==> src/hw/rtl/tpeq_pkg.sv <==
// ----------------------------------------------------------------------------
// Three-level priority event queue package
// Sizes, request codes and status codes shared by the queue design.
// ----------------------------------------------------------------------------
package tpeq_pkg;

   // Events held per priority level.
   localparam int QUEUE_DEPTH = 16;
   localparam int NUM_LEVELS  = 3;

   localparam int PTR_W       = $clog2(QUEUE_DEPTH);
   localparam int CNT_W       = $clog2(QUEUE_DEPTH + 1);
   localparam int STORE_DEPTH = NUM_LEVELS * QUEUE_DEPTH;
   localparam int ADDR_W      = $clog2(STORE_DEPTH);
   localparam int LEVEL_W     = 2;
   localparam int EVENT_W     = 64;

   typedef logic [PTR_W-1:0]   ptr_type;
   typedef logic [CNT_W-1:0]   cnt_type;
   typedef logic [ADDR_W-1:0]  addr_type;
   typedef logic [LEVEL_W-1:0] level_type;

   // Request kinds.
   localparam logic REQ_ADD     = 1'b0;
   localparam logic REQ_EXECUTE = 1'b1;

   // Priority codes carried by an add request.
   localparam logic [2:0] PRIO_HIGH   = 3'd1;
   localparam logic [2:0] PRIO_MEDIUM = 3'd2;
   localparam logic [2:0] PRIO_LOW    = 3'd3;

   // Result status codes.
   localparam logic [2:0] ST_ADDED    = 3'd0;
   localparam logic [2:0] ST_INVALID  = 3'd1;
   localparam logic [2:0] ST_FULL     = 3'd2;
   localparam logic [2:0] ST_EXECUTED = 3'd3;
   localparam logic [2:0] ST_EMPTY    = 3'd4;

endpackage

==> src/hw/rtl/tpeq_ram.sv <==
// ----------------------------------------------------------------------------
// Generic single-port RAM
// One read or write per cycle; read data is registered and holds between reads.
// ----------------------------------------------------------------------------
module tpeq_ram #(
   parameter int WIDTH = 64,
   parameter int DEPTH = 48
) (
   input  logic                     clock,
   input  logic                     en,
   input  logic                     we,
   input  logic [$clog2(DEPTH)-1:0] addr,
   input  logic [WIDTH-1:0]         wdata,
   output logic [WIDTH-1:0]         rdata
);

   logic [WIDTH-1:0] mem_ff [DEPTH];
   logic [WIDTH-1:0] rdata_ff;

   always_ff @(posedge clock) begin
      if (en) begin
         if (we) begin
            mem_ff[addr] <= wdata;
         end else begin
            rdata_ff <= mem_ff[addr];
         end
      end
   end

   assign rdata = rdata_ff;

endmodule

==> src/hw/rtl/three_level_priority_event_queue_top.sv <==
// ----------------------------------------------------------------------------
// Three-level strict priority event queue
// Three FIFO queues of pending events served in strict priority order.
// ----------------------------------------------------------------------------
// A request is taken at every clock edge where start is high; busy never
// rises, so one request can be issued in every cycle. Each request produces
// exactly one result, shown on the rsp_ ports for one cycle with rsp_valid
// high, in the cycle right after the request is taken. The receiver cannot
// stall, so it must capture the result in that cycle. The result lags its
// request because the event RAM's read data is registered: the queue
// decision and the pointer updates are made in the request cycle, and the
// popped event arrives from the RAM together with the registered status.
// An add request (req_type 0) appends the event to the queue named by
// req_priority_req (1 high, 2 medium, 3 low). Any other priority code is
// answered with status 1 and stores nothing; a full queue is answered with
// status 2. An execute request (req_type 1) pops the oldest event of the
// highest non-empty queue and returns status 3 with its level and fields, or
// status 4 when all queues are empty. Fields not meaningful for a result
// read as zero. No clearing pass is needed after reset: only entries that
// were written are ever read, since the counters gate every pop.
// ----------------------------------------------------------------------------
module three_level_priority_event_queue_top
   import tpeq_pkg::*;
(
   input  logic               clock,
   input  logic               reset,
   input  logic               start,
   output logic               busy,
   input  logic               req_type,
   input  logic [2:0]         req_priority_req,
   input  logic [15:0]        req_device_id,
   input  logic [15:0]        req_sensor_id,
   input  logic signed [31:0] req_new_value,
   output logic               rsp_valid,
   output logic [2:0]         rsp_status,
   output logic [1:0]         rsp_served_level,
   output logic [15:0]        rsp_out_device_id,
   output logic [15:0]        rsp_out_sensor_id,
   output logic signed [31:0] rsp_out_value
);

   // Queue bookkeeping, one entry per level (level index 0 is high priority).
   ptr_type head_ff  [NUM_LEVELS];
   ptr_type tail_ff  [NUM_LEVELS];
   cnt_type count_ff [NUM_LEVELS];

   logic       rsp_valid_ff;
   logic [2:0] rsp_status_ff;
   level_type  rsp_level_ff;

   logic       accept;
   logic       is_add;
   logic       prio_ok;
   level_type  add_lvl;
   logic       add_full;
   logic       do_write;
   logic       any_pending;
   level_type  pop_lvl;
   logic       do_read;
   logic [2:0] status_in;
   level_type  level_in;

   logic               ram_en;
   addr_type           ram_addr;
   logic [EVENT_W-1:0] ram_wdata;
   logic [EVENT_W-1:0] ram_rdata;

   // The queue takes a request in every cycle.
   assign busy   = 1'b0;
   assign accept = start && !busy;
   assign is_add = (req_type == REQ_ADD);

   // Map the priority code of an add request onto a level index.
   always_comb begin
      prio_ok = 1'b1;
      add_lvl = '0;
      unique case (req_priority_req)
         PRIO_HIGH:   add_lvl = level_type'(0);
         PRIO_MEDIUM: add_lvl = level_type'(1);
         PRIO_LOW:    add_lvl = level_type'(2);
         default:     prio_ok = 1'b0;
      endcase
   end

   assign add_full = prio_ok && (count_ff[add_lvl] == cnt_type'(QUEUE_DEPTH));
   assign do_write = accept && is_add && prio_ok && !add_full;

   // Strict priority: the first non-empty level wins.
   always_comb begin
      any_pending = 1'b0;
      pop_lvl     = '0;
      for (int l = NUM_LEVELS - 1; l >= 0; l--) begin
         if (count_ff[l] != '0) begin
            any_pending = 1'b1;
            pop_lvl     = level_type'(l);
         end
      end
   end

   assign do_read = accept && !is_add && any_pending;

   // Status of the result that leaves in the next cycle.
   always_comb begin
      level_in = '0;
      if (is_add) begin
         if (!prio_ok) begin
            status_in = ST_INVALID;
         end else if (add_full) begin
            status_in = ST_FULL;
         end else begin
            status_in = ST_ADDED;
         end
      end else if (any_pending) begin
         status_in = ST_EXECUTED;
         level_in  = pop_lvl + level_type'(1);
      end else begin
         status_in = ST_EMPTY;
      end
   end

   // Each level owns a slice of QUEUE_DEPTH entries in the event RAM.
   assign ram_en    = do_write || do_read;
   assign ram_addr  = is_add
                    ? addr_type'(32'(add_lvl) * QUEUE_DEPTH + 32'(tail_ff[add_lvl]))
                    : addr_type'(32'(pop_lvl) * QUEUE_DEPTH + 32'(head_ff[pop_lvl]));
   assign ram_wdata = {req_device_id, req_sensor_id, req_new_value};

   tpeq_ram #(
      .WIDTH(EVENT_W),
      .DEPTH(STORE_DEPTH)
   ) u_store (
      .clock(clock),
      .en   (ram_en),
      .we   (is_add),
      .addr (ram_addr),
      .wdata(ram_wdata),
      .rdata(ram_rdata)
   );

   always_ff @(posedge clock) begin
      if (reset) begin
         for (int l = 0; l < NUM_LEVELS; l++) begin
            head_ff[l]  <= '0;
            tail_ff[l]  <= '0;
            count_ff[l] <= '0;
         end
         rsp_valid_ff  <= 1'b0;
         rsp_status_ff <= ST_ADDED;
         rsp_level_ff  <= '0;
      end else begin
         if (do_write) begin
            tail_ff[add_lvl]  <= (tail_ff[add_lvl] == ptr_type'(QUEUE_DEPTH - 1))
                               ? '0 : tail_ff[add_lvl] + ptr_type'(1);
            count_ff[add_lvl] <= count_ff[add_lvl] + cnt_type'(1);
         end
         if (do_read) begin
            head_ff[pop_lvl]  <= (head_ff[pop_lvl] == ptr_type'(QUEUE_DEPTH - 1))
                               ? '0 : head_ff[pop_lvl] + ptr_type'(1);
            count_ff[pop_lvl] <= count_ff[pop_lvl] - cnt_type'(1);
         end
         rsp_valid_ff <= accept;
         if (accept) begin
            rsp_status_ff <= status_in;
            rsp_level_ff  <= level_in;
         end
      end
   end

   // Event fields come straight from the RAM's read register on an execute.
   assign rsp_valid         = rsp_valid_ff;
   assign rsp_status        = rsp_status_ff;
   assign rsp_served_level  = rsp_level_ff;
   assign rsp_out_device_id = (rsp_status_ff == ST_EXECUTED) ? ram_rdata[63:48] : '0;
   assign rsp_out_sensor_id = (rsp_status_ff == ST_EXECUTED) ? ram_rdata[47:32] : '0;
   assign rsp_out_value     = (rsp_status_ff == ST_EXECUTED) ? ram_rdata[31:0] : '0;

   // Every accepted request yields a result in the next cycle.
   a_result_follows: assert property (@(posedge clock) disable iff (reset)
      accept |=> rsp_valid)
      else $error("request accepted without a result in the next cycle");

   // An executed event always names the level it came from.
   a_exec_level: assert property (@(posedge clock) disable iff (reset)
      (rsp_valid && rsp_status == ST_EXECUTED) |-> (rsp_served_level != '0))
      else $error("executed event without a served level");

   // An empty result never names a served level.
   a_empty_no_level: assert property (@(posedge clock) disable iff (reset)
      (rsp_valid && rsp_status == ST_EMPTY) |-> (rsp_served_level == '0))
      else $error("nothing pending but a level was reported");

   for (genvar g = 0; g < NUM_LEVELS; g++) begin : g_level_chk
      // Occupancy never exceeds the queue depth.
      a_count_bound: assert property (@(posedge clock) disable iff (reset)
         count_ff[g] <= cnt_type'(QUEUE_DEPTH))
         else $error("queue occupancy above its depth");

      // An empty or a full queue has its head and tail on the same slot.
      a_ptr_agree: assert property (@(posedge clock) disable iff (reset)
         (count_ff[g] == '0 || count_ff[g] == cnt_type'(QUEUE_DEPTH))
         |-> (head_ff[g] == tail_ff[g]))
         else $error("head and tail disagree with the occupancy");
   end

endmodule
==> config.mk <==
export PLATFORM = sky130hd
export DESIGN_NAME = three_level_priority_event_queue_top
export DESIGN_NICKNAME = d
export VERILOG_FILES = /design/src/hw/rtl/tpeq_pkg.sv /design/src/hw/rtl/tpeq_ram.sv /design/src/hw/rtl/three_level_priority_event_queue_top.sv
export SDC_FILE = /design/constraint.sdc
export NUM_CORES = 2
export LEC_CHECK = 0
export ABC_CLOCK_PERIOD_IN_PS = 8300
export BUFFER_PORTS_ARGS = -buffer_cell sky130_fd_sc_hd__buf_2
export CORE_MARGIN = 10
export CORE_UTILIZATION = 55
export DETAILED_ROUTE_END_ITERATION = 6
export GPL_ROUTABILITY_DRIVEN = 1
export HOLD_SLACK_MARGIN = 0.05
export PLACE_DENSITY = 0.68
export RECOVER_POWER = 25
export SYNTH_ARGS = -nofsm -noshare
export SYNTH_HDL_FRONTEND = slang
export SYNTH_HIERARCHICAL = 1
export SYNTH_SLANG_ARGS = --single-unit
==> constraint.sdc <==
create_clock -name clock -period 8.3 [get_ports clock]
set_clock_uncertainty 0.2 [all_clocks]
set_input_delay 0 -clock clock [delete_from_list [all_inputs] [get_ports clock]]
set_output_delay 0 -clock clock [all_outputs]
set_load 0.05 [all_outputs]
After elaboration in Yosys (flattened, before gate mapping)
Memory sizes are Yosys's and may differ from the RTL's. A register that Yosys moved wholly into a read port is not among the register bits.
Index checks and enable logic that the tools add are counted.
Operators by class
  add/subtract/negate cells: 7
  eq/ne operators: 7
  multiplexer cells: 43
  bitwise gates (word level): 1
  reductions and logical operators: 17
Operators with widths (count)
  16-bit two-way mux: 2
  32-bit two-way mux: 1
  2-bit two-way mux: 11
  1-bit two-way mux: 19
  4-bit two-way mux: 4
  5-bit nonzero test: 3
  6-bit by 4-bit adder with 6-bit output: 2
  5-bit two-way mux: 2
  5-bit OR reduction: 2
  3-bit by 2-bit == test with 1-bit output, second input constant: 3
  4-bit by 1-bit adder with 4-bit output, second input constant: 2
  4-bit == test, second input constant: 2
  4-bit OR reduction: 2
  1-bit logical AND: 6
  3-bit two-way mux: 2
  6-bit two-way mux: 1
  5-bit by 1-bit adder with 5-bit output, second input constant: 1
  5-bit == test, second input constant: 1
  5-bit by 1-bit subtractor with 5-bit output, second input constant: 1
  2-bit case mux with 2 select lines: 1
  3-bit by 1-bit == test with 1-bit output, second input constant: 1
  3-bit OR reduction: 1
  2-bit by 1-bit adder with 2-bit output, second input constant: 1
  2-bit AND reduction: 1
  other kinds (3): 3
Word-level totals
  bits in registers: 6
  bits in writable memories: 3111
  input bits: 71
  output and inout port bits: 71
  logic and storage cells: 82
  memories: 4
Memories
  u_store.mem_ff: depth 48, bits a word 64, rd ports 1, clocked after Yosys merged registers in 1, write ports 1, RTL line tpeq_ram.sv:17  | logic [WIDTH-1:0] mem_ff [DEPTH];
  count_ff: depth 3, bits a word 5, rd ports 5, clocked after Yosys merged registers in 0, write ports 3, RTL line three_level_priority_event_queue_top.sv:45  | cnt_type count_ff [NUM_LEVELS];
  head_ff: depth 3, bits a word 4, rd ports 1, clocked after Yosys merged registers in 0, write ports 3, RTL line three_level_priority_event_queue_top.sv:43  | ptr_type head_ff [NUM_LEVELS];
  tail_ff: depth 3, bits a word 4, rd ports 1, clocked after Yosys merged registers in 0, write ports 3, RTL line three_level_priority_event_queue_top.sv:44  | ptr_type tail_ff [NUM_LEVELS];

Longest topological paths before layout
An unclocked memory read counts as a cell.
  depth in word-level cells: 13
  depth in mapped cells: 18
  gate-level depth less buffers: 11

Cells and area by module
The synthesis kept the hierarchy.
By module, submodules not included
  tpeq_ram: instances 1, cells an instance 6388, area each 118771.4 um^2, seq. area each 94170.3 um^2
  three_level_priority_event_queue_top: instances 1, cells an instance 341, area each 3133.0 um^2, seq. area each 1291.2 um^2

Least setup slack after synthesis
No wires, ideal clock.
  kind: register to register
  from: memory count_ff[0][3] (netlist bit)
  to: memory u_store.mem_ff[12][0], enable pin
  data arrival time: 5861 ps
  path slack: 1752 ps
  cell stages (with the launch flop): 17
  path buffers: 8
  period minus slack after synthesis: 6548 ps
  cell sequence: edfxtp_1 -> or4_4 -> or2_1 -> buf_2 -> nor2_4 -> a2bb2oi_2 -> nand2_1 -> o21ai_0 -> buf_6 -> buf_6 -> buf_6 -> buf_6 -> buf_6 -> buf_4 -> buf_2 -> nand2_1 -> nor2_1
RTL lines (RTL line)
  from (decl): three_level_priority_event_queue_top.sv:45
  to (decl): tpeq_ram.sv:17

==> impl_table.tex <==
\begin{tabular}{lr}
\hline
Metric & Value \\
\hline
\multicolumn{2}{l}{\textbf{Synth}} \\
Compound-cell area share of the yosys netlist & 10.1\% \\
Yosys warnings & 6 \\
Fraction of the mapped netlist area in adder cells & 0.0513\% \\
Flip-flop and latch count after synthesis & 3181 \\
Area fraction in and, or, nand and nor cells after synthesis & 3.19\% \\
Top cell type by total area after synthesis & sky130\_fd\_sc\_hd\_\_edfxtp\_1 \\
Fraction of the yosys area taken by sequential cells & 78.3\% \\
Syn Inst Count & 6729 \\
Number of different library cells in the post-synthesis netlist & 92 \\
Largest family of logic cells by synthesized area & compound AO/OA/AOI/OAI gates \\
Post-synthesis net count & 6805 \\
Top cells by area, synth & sky130\_fd\_sc\_hd\_\_edfxtp\_1 (78\%), sky130\_fd\_sc\_hd\_\_a221oi\_1 (4.2\%), sky130\_fd\_sc\_hd\_\_mux2i\_1 (3.0\%), sky130\_fd\_sc\_hd\_\_mux4\_2 (2.1\%), sky130\_fd\_sc\_hd\_\_a22oi\_1 (1.3\%) \\
Prevailing post-synth register cell & sky130\_fd\_sc\_hd\_\_edfxtp\_1 \\
Post-Synthesis Cell Area & 122000 µm² \\
Syn Area/Cell & 18.1 µm² \\
Most frequent cell after synthesis & sky130\_fd\_sc\_hd\_\_edfxtp\_1 \\
Post-Synth XOR/XNOR Area & 0.0575\% \\
Top cells by instance count after synthesis & sky130\_fd\_sc\_hd\_\_edfxtp\_1 (3175), sky130\_fd\_sc\_hd\_\_a221oi\_1 (587), sky130\_fd\_sc\_hd\_\_mux2i\_1 (368) \\
Post-synthesis mux area share & 6.11\% \\
Share of the synthesized area in the top cell type & 78.2\% \\
Synth async-reset ratio & 0\% \\
Count of flip-flops with a built-in enable after synthesis & 3175 \\
\multicolumn{2}{l}{\textbf{Routing}} \\
TritonRoute pass-1 iters & 7 \\
Count of antenna-violating nets left after detailed routing & 0 \\
Number of design rule violations left after detail routing & 0 \\
Post-route met1 wirelength & 135000 µm \\
Total wire length & 382000 µm \\
Wire length on met2 & 175000 µm \\
Routed length per instance & 37.5 µm \\
Routed length on met3 & 50700 µm \\
Top layer used by detailed routing & met5 \\
Number of vias after detailed routing & 72627 \\
First DRT Iteration DRCs & 11819 \\
Via density & 7.12 \\
\multicolumn{2}{l}{\textbf{Global route}} \\
Wire length of the first global-routing pass & 535000 µm \\
Residual overflow from global routing & 0 \\
Largest net degree at the start of global routing & 134 \\
Total routing usage reported by global routing & 30.8\% \\
Initial antenna violation count & 28 \\
Number of global-route vias before repair & 69575 \\
\multicolumn{2}{l}{\textbf{Critical path}} \\
Arrival @ worst endpoint & 6.65 ns \\
Setup crit end kind & flop \\
Startpoint type of the worst setup path & flop \\
Required @ worst endpoint & 8.69 ns \\
Worst Path Class, Setup & reg -> reg \\
Critical Path Fanout Max & 36 \\
\multicolumn{2}{l}{\textbf{STA}} \\
Hold Vio Cnt, Final & 0 \\
Setup repair after global routing missed its margin & no \\
Slew at the pin closest to its max-slew limit & 2.41 ns \\
Endpoints failing setup & 0 \\
F\_max & 160 MHz \\
Crit share post-route & 75.5\% \\
Final total negative setup slack & 0 ns \\
Smallest hold slack & 0.0955 ns \\
Tightest slew margin relative to the limit & -60.4\% \\
Final Max Tran Viols & 2058 \\
Worst path setup slack after routing & 2.04 ns \\
Minimum clock period after layout & 6.26 ns \\
\multicolumn{2}{l}{\textbf{Placed design}} \\
Cell count after placement & 9522 \\
Post-Place Setup Slack & 2.17 ns \\
Final weighted congestion in routability-driven placement & 0.852 \\
Number of buffer cells added on primary ports & 140 \\
Total half-perimeter wirelength after legalization and detailed placement & 197000 µm \\
\multicolumn{2}{l}{\textbf{Clocking}} \\
TritonCTS Buffers & 326 \\
Buffers inserted by post-CTS timing repair & 0 \\
CTS root buffer & sky130\_fd\_sc\_hd\_\_clkbuf\_16 \\
Clock tree buffer depth & 4 \\
Latest clock arrival within the worst-skew pair & 0.94 ns \\
Hold buffer count at CTS & 101 \\
Number of H-tree branching levels & 5 \\
Clock tree from TritonCTS & built \\
Clock sinks & 3181 \\
Clock slew seen by the registers of the worst setup and hold paths & 0.06 ns \\
Cells resized by post-CTS repair & 0 \\
\multicolumn{2}{l}{\textbf{Die}} \\
Count of standard-cell rows & 172 \\
Die Span Y & 491 µm \\
Core Region & 220000 µm² \\
Starting Density & 55.4\% \\
Full die area & 241000 µm² \\
Ports & 142 \\
Die W & 491 µm \\
\multicolumn{2}{l}{\textbf{Power and ir drop}} \\
Total power & 35.1 mW \\
Maximum VDD drop & 239 µV \\
Portion of total power attributed to sequential cells & 50.9\% \\
Net load switching power & 8.35 mW \\
Clock network fraction of total power & 39.3\% \\
Sw Share & 23.8\% \\
Share of power burned in combinational logic & 9.8\% \\
Power density cells & 256 nW/µm² \\
Internal Power & 26.7 mW \\
Leak & 43.1 nW \\
\multicolumn{2}{l}{\textbf{Finish}} \\
Fraction of final layout cells with drive strength greater than 1 & 14.5\% \\
Count of non-filler cells in the finished layout & 10200 \\
Number of nets in the final layout & 7070 \\
Signed area change from the synthesized netlist to the final layout & 12.5\% \\
\multicolumn{2}{l}{\textbf{Min path}} \\
Hold/Removal Path Class & in -> reg \\
\multicolumn{2}{l}{\textbf{Run status}} \\
Run status & complete, but fails checks \\
Violations in the final reports & max-capacitance violations, max-slew violations \\
\multicolumn{2}{l}{\textbf{Flow run}} \\
MaxCap Viol Count & 42 \\
\hline
\end{tabular}
[power groups by stage]
stage,Sequential (mW),Combinational (mW),Clock [mW]
CTS,17.8,3.36,13.9
detailed placement,18.2,3.30,0
finish,17.8,3.44,13.8
global placement,18.2,3.26,0
floorplan,18.1,1.96,0
global route,17.8,3.56,14.5
[cell usage in the layout (no fill, tap or decap), drive strengths merged, types with 107 or more instances in the layout]
cell type / n
a21oi: 107
clkinv: 138
buf: 288
nand2: 234
a221oi: 592
mux2: 111
mux4: 111
o21ai: 215
mux2i: 368
clkbuf: 438
nor2: 330
edfxtp: 3175
a22oi: 204
o22ai: 126
[layer usage]
layer,track usage (%),vias to the layer above
met2,47.8,5965
met4,14.1,10
met3,6.63,1101
li1,-,28539
met1,42.2,37012
met5,0,-
[cell families (layout without fill, tap and decap cells)]
logic type | Yosys count | after routing
flops | 3181 | 3181
compound gates | 1607 | 1607
simple gates | 836 | 836
mux | 590 | 590
buf+inv | 501 | 1000
xor+xnor | 8 | 8
fa+ha+maj | 5 | 5
other cells | 1 | 15
[worst paths after layout]
check	from	endpoint	slack [ns]	cells past startpoint
worst min register to register	rsp_served_level[1]	rsp_served_level[1]	0.27	2
worst min-delay path	req_type	rsp_served_level[1]	0.1	4
worst max register to register	count_ff[0][2]	u_store/mem_ff[19][63]	2.04	10
worst max-delay path	count_ff[0][2]	u_store/mem_ff[19][63]	2.04	10
[flip-flops by register name (all words and copies together), names as in the netlist]
| name | flops |
|---|---|
| rsp_status | 3 |
| u_store/mem_ff | 3072 |
| count_ff | 15 |
| u_store/rdata | 64 |
| tail_ff | 12 |
| rsp_served_level | 2 |
| head_ff | 12 |
| rsp_valid | 1 |
[worst max-delay path, stage by stage (launching register included)]
cell,delay (ns)
sky130_fd_sc_hd__edfxtp_1,0.45
sky130_fd_sc_hd__or4_4,0.57
sky130_fd_sc_hd__nor2_1,0.67
sky130_fd_sc_hd__a2bb2oi_1,0.27
sky130_fd_sc_hd__nand2_1,0.20
sky130_fd_sc_hd__o21ai_4,0.17
sky130_fd_sc_hd__nor2_1,0.21
sky130_fd_sc_hd__and2_4,0.70
sky130_fd_sc_hd__nand3_1,0.78
sky130_fd_sc_hd__nor2_4,1.20
sky130_fd_sc_hd__buf_4,0.45
[stage by stage]
step,cell area (µm²),utilization (%)
floorplan,122000,-
global placement,126000,57.3
detailed placement,126000,57.3
CTS,137000,62.3
global route,137000,62.3
finish,137000,62.3
[area by class of cell]
class / count / area [µm²]
Multi-Input combinational cell: 3047 / 24400
Timing Repair Buffer: 425 / 3640
Tap cell: 2958 / 3700
Inverter: 13 / 63.8
Fill cell: 15276 / 83000
Antenna cell: 14 / 35.0
Sequential cell: 3181 / 95500
Clock inverter: 168 / 1300
Clock buffer: 394 / 8540
(Power assumes the default switching activity.)
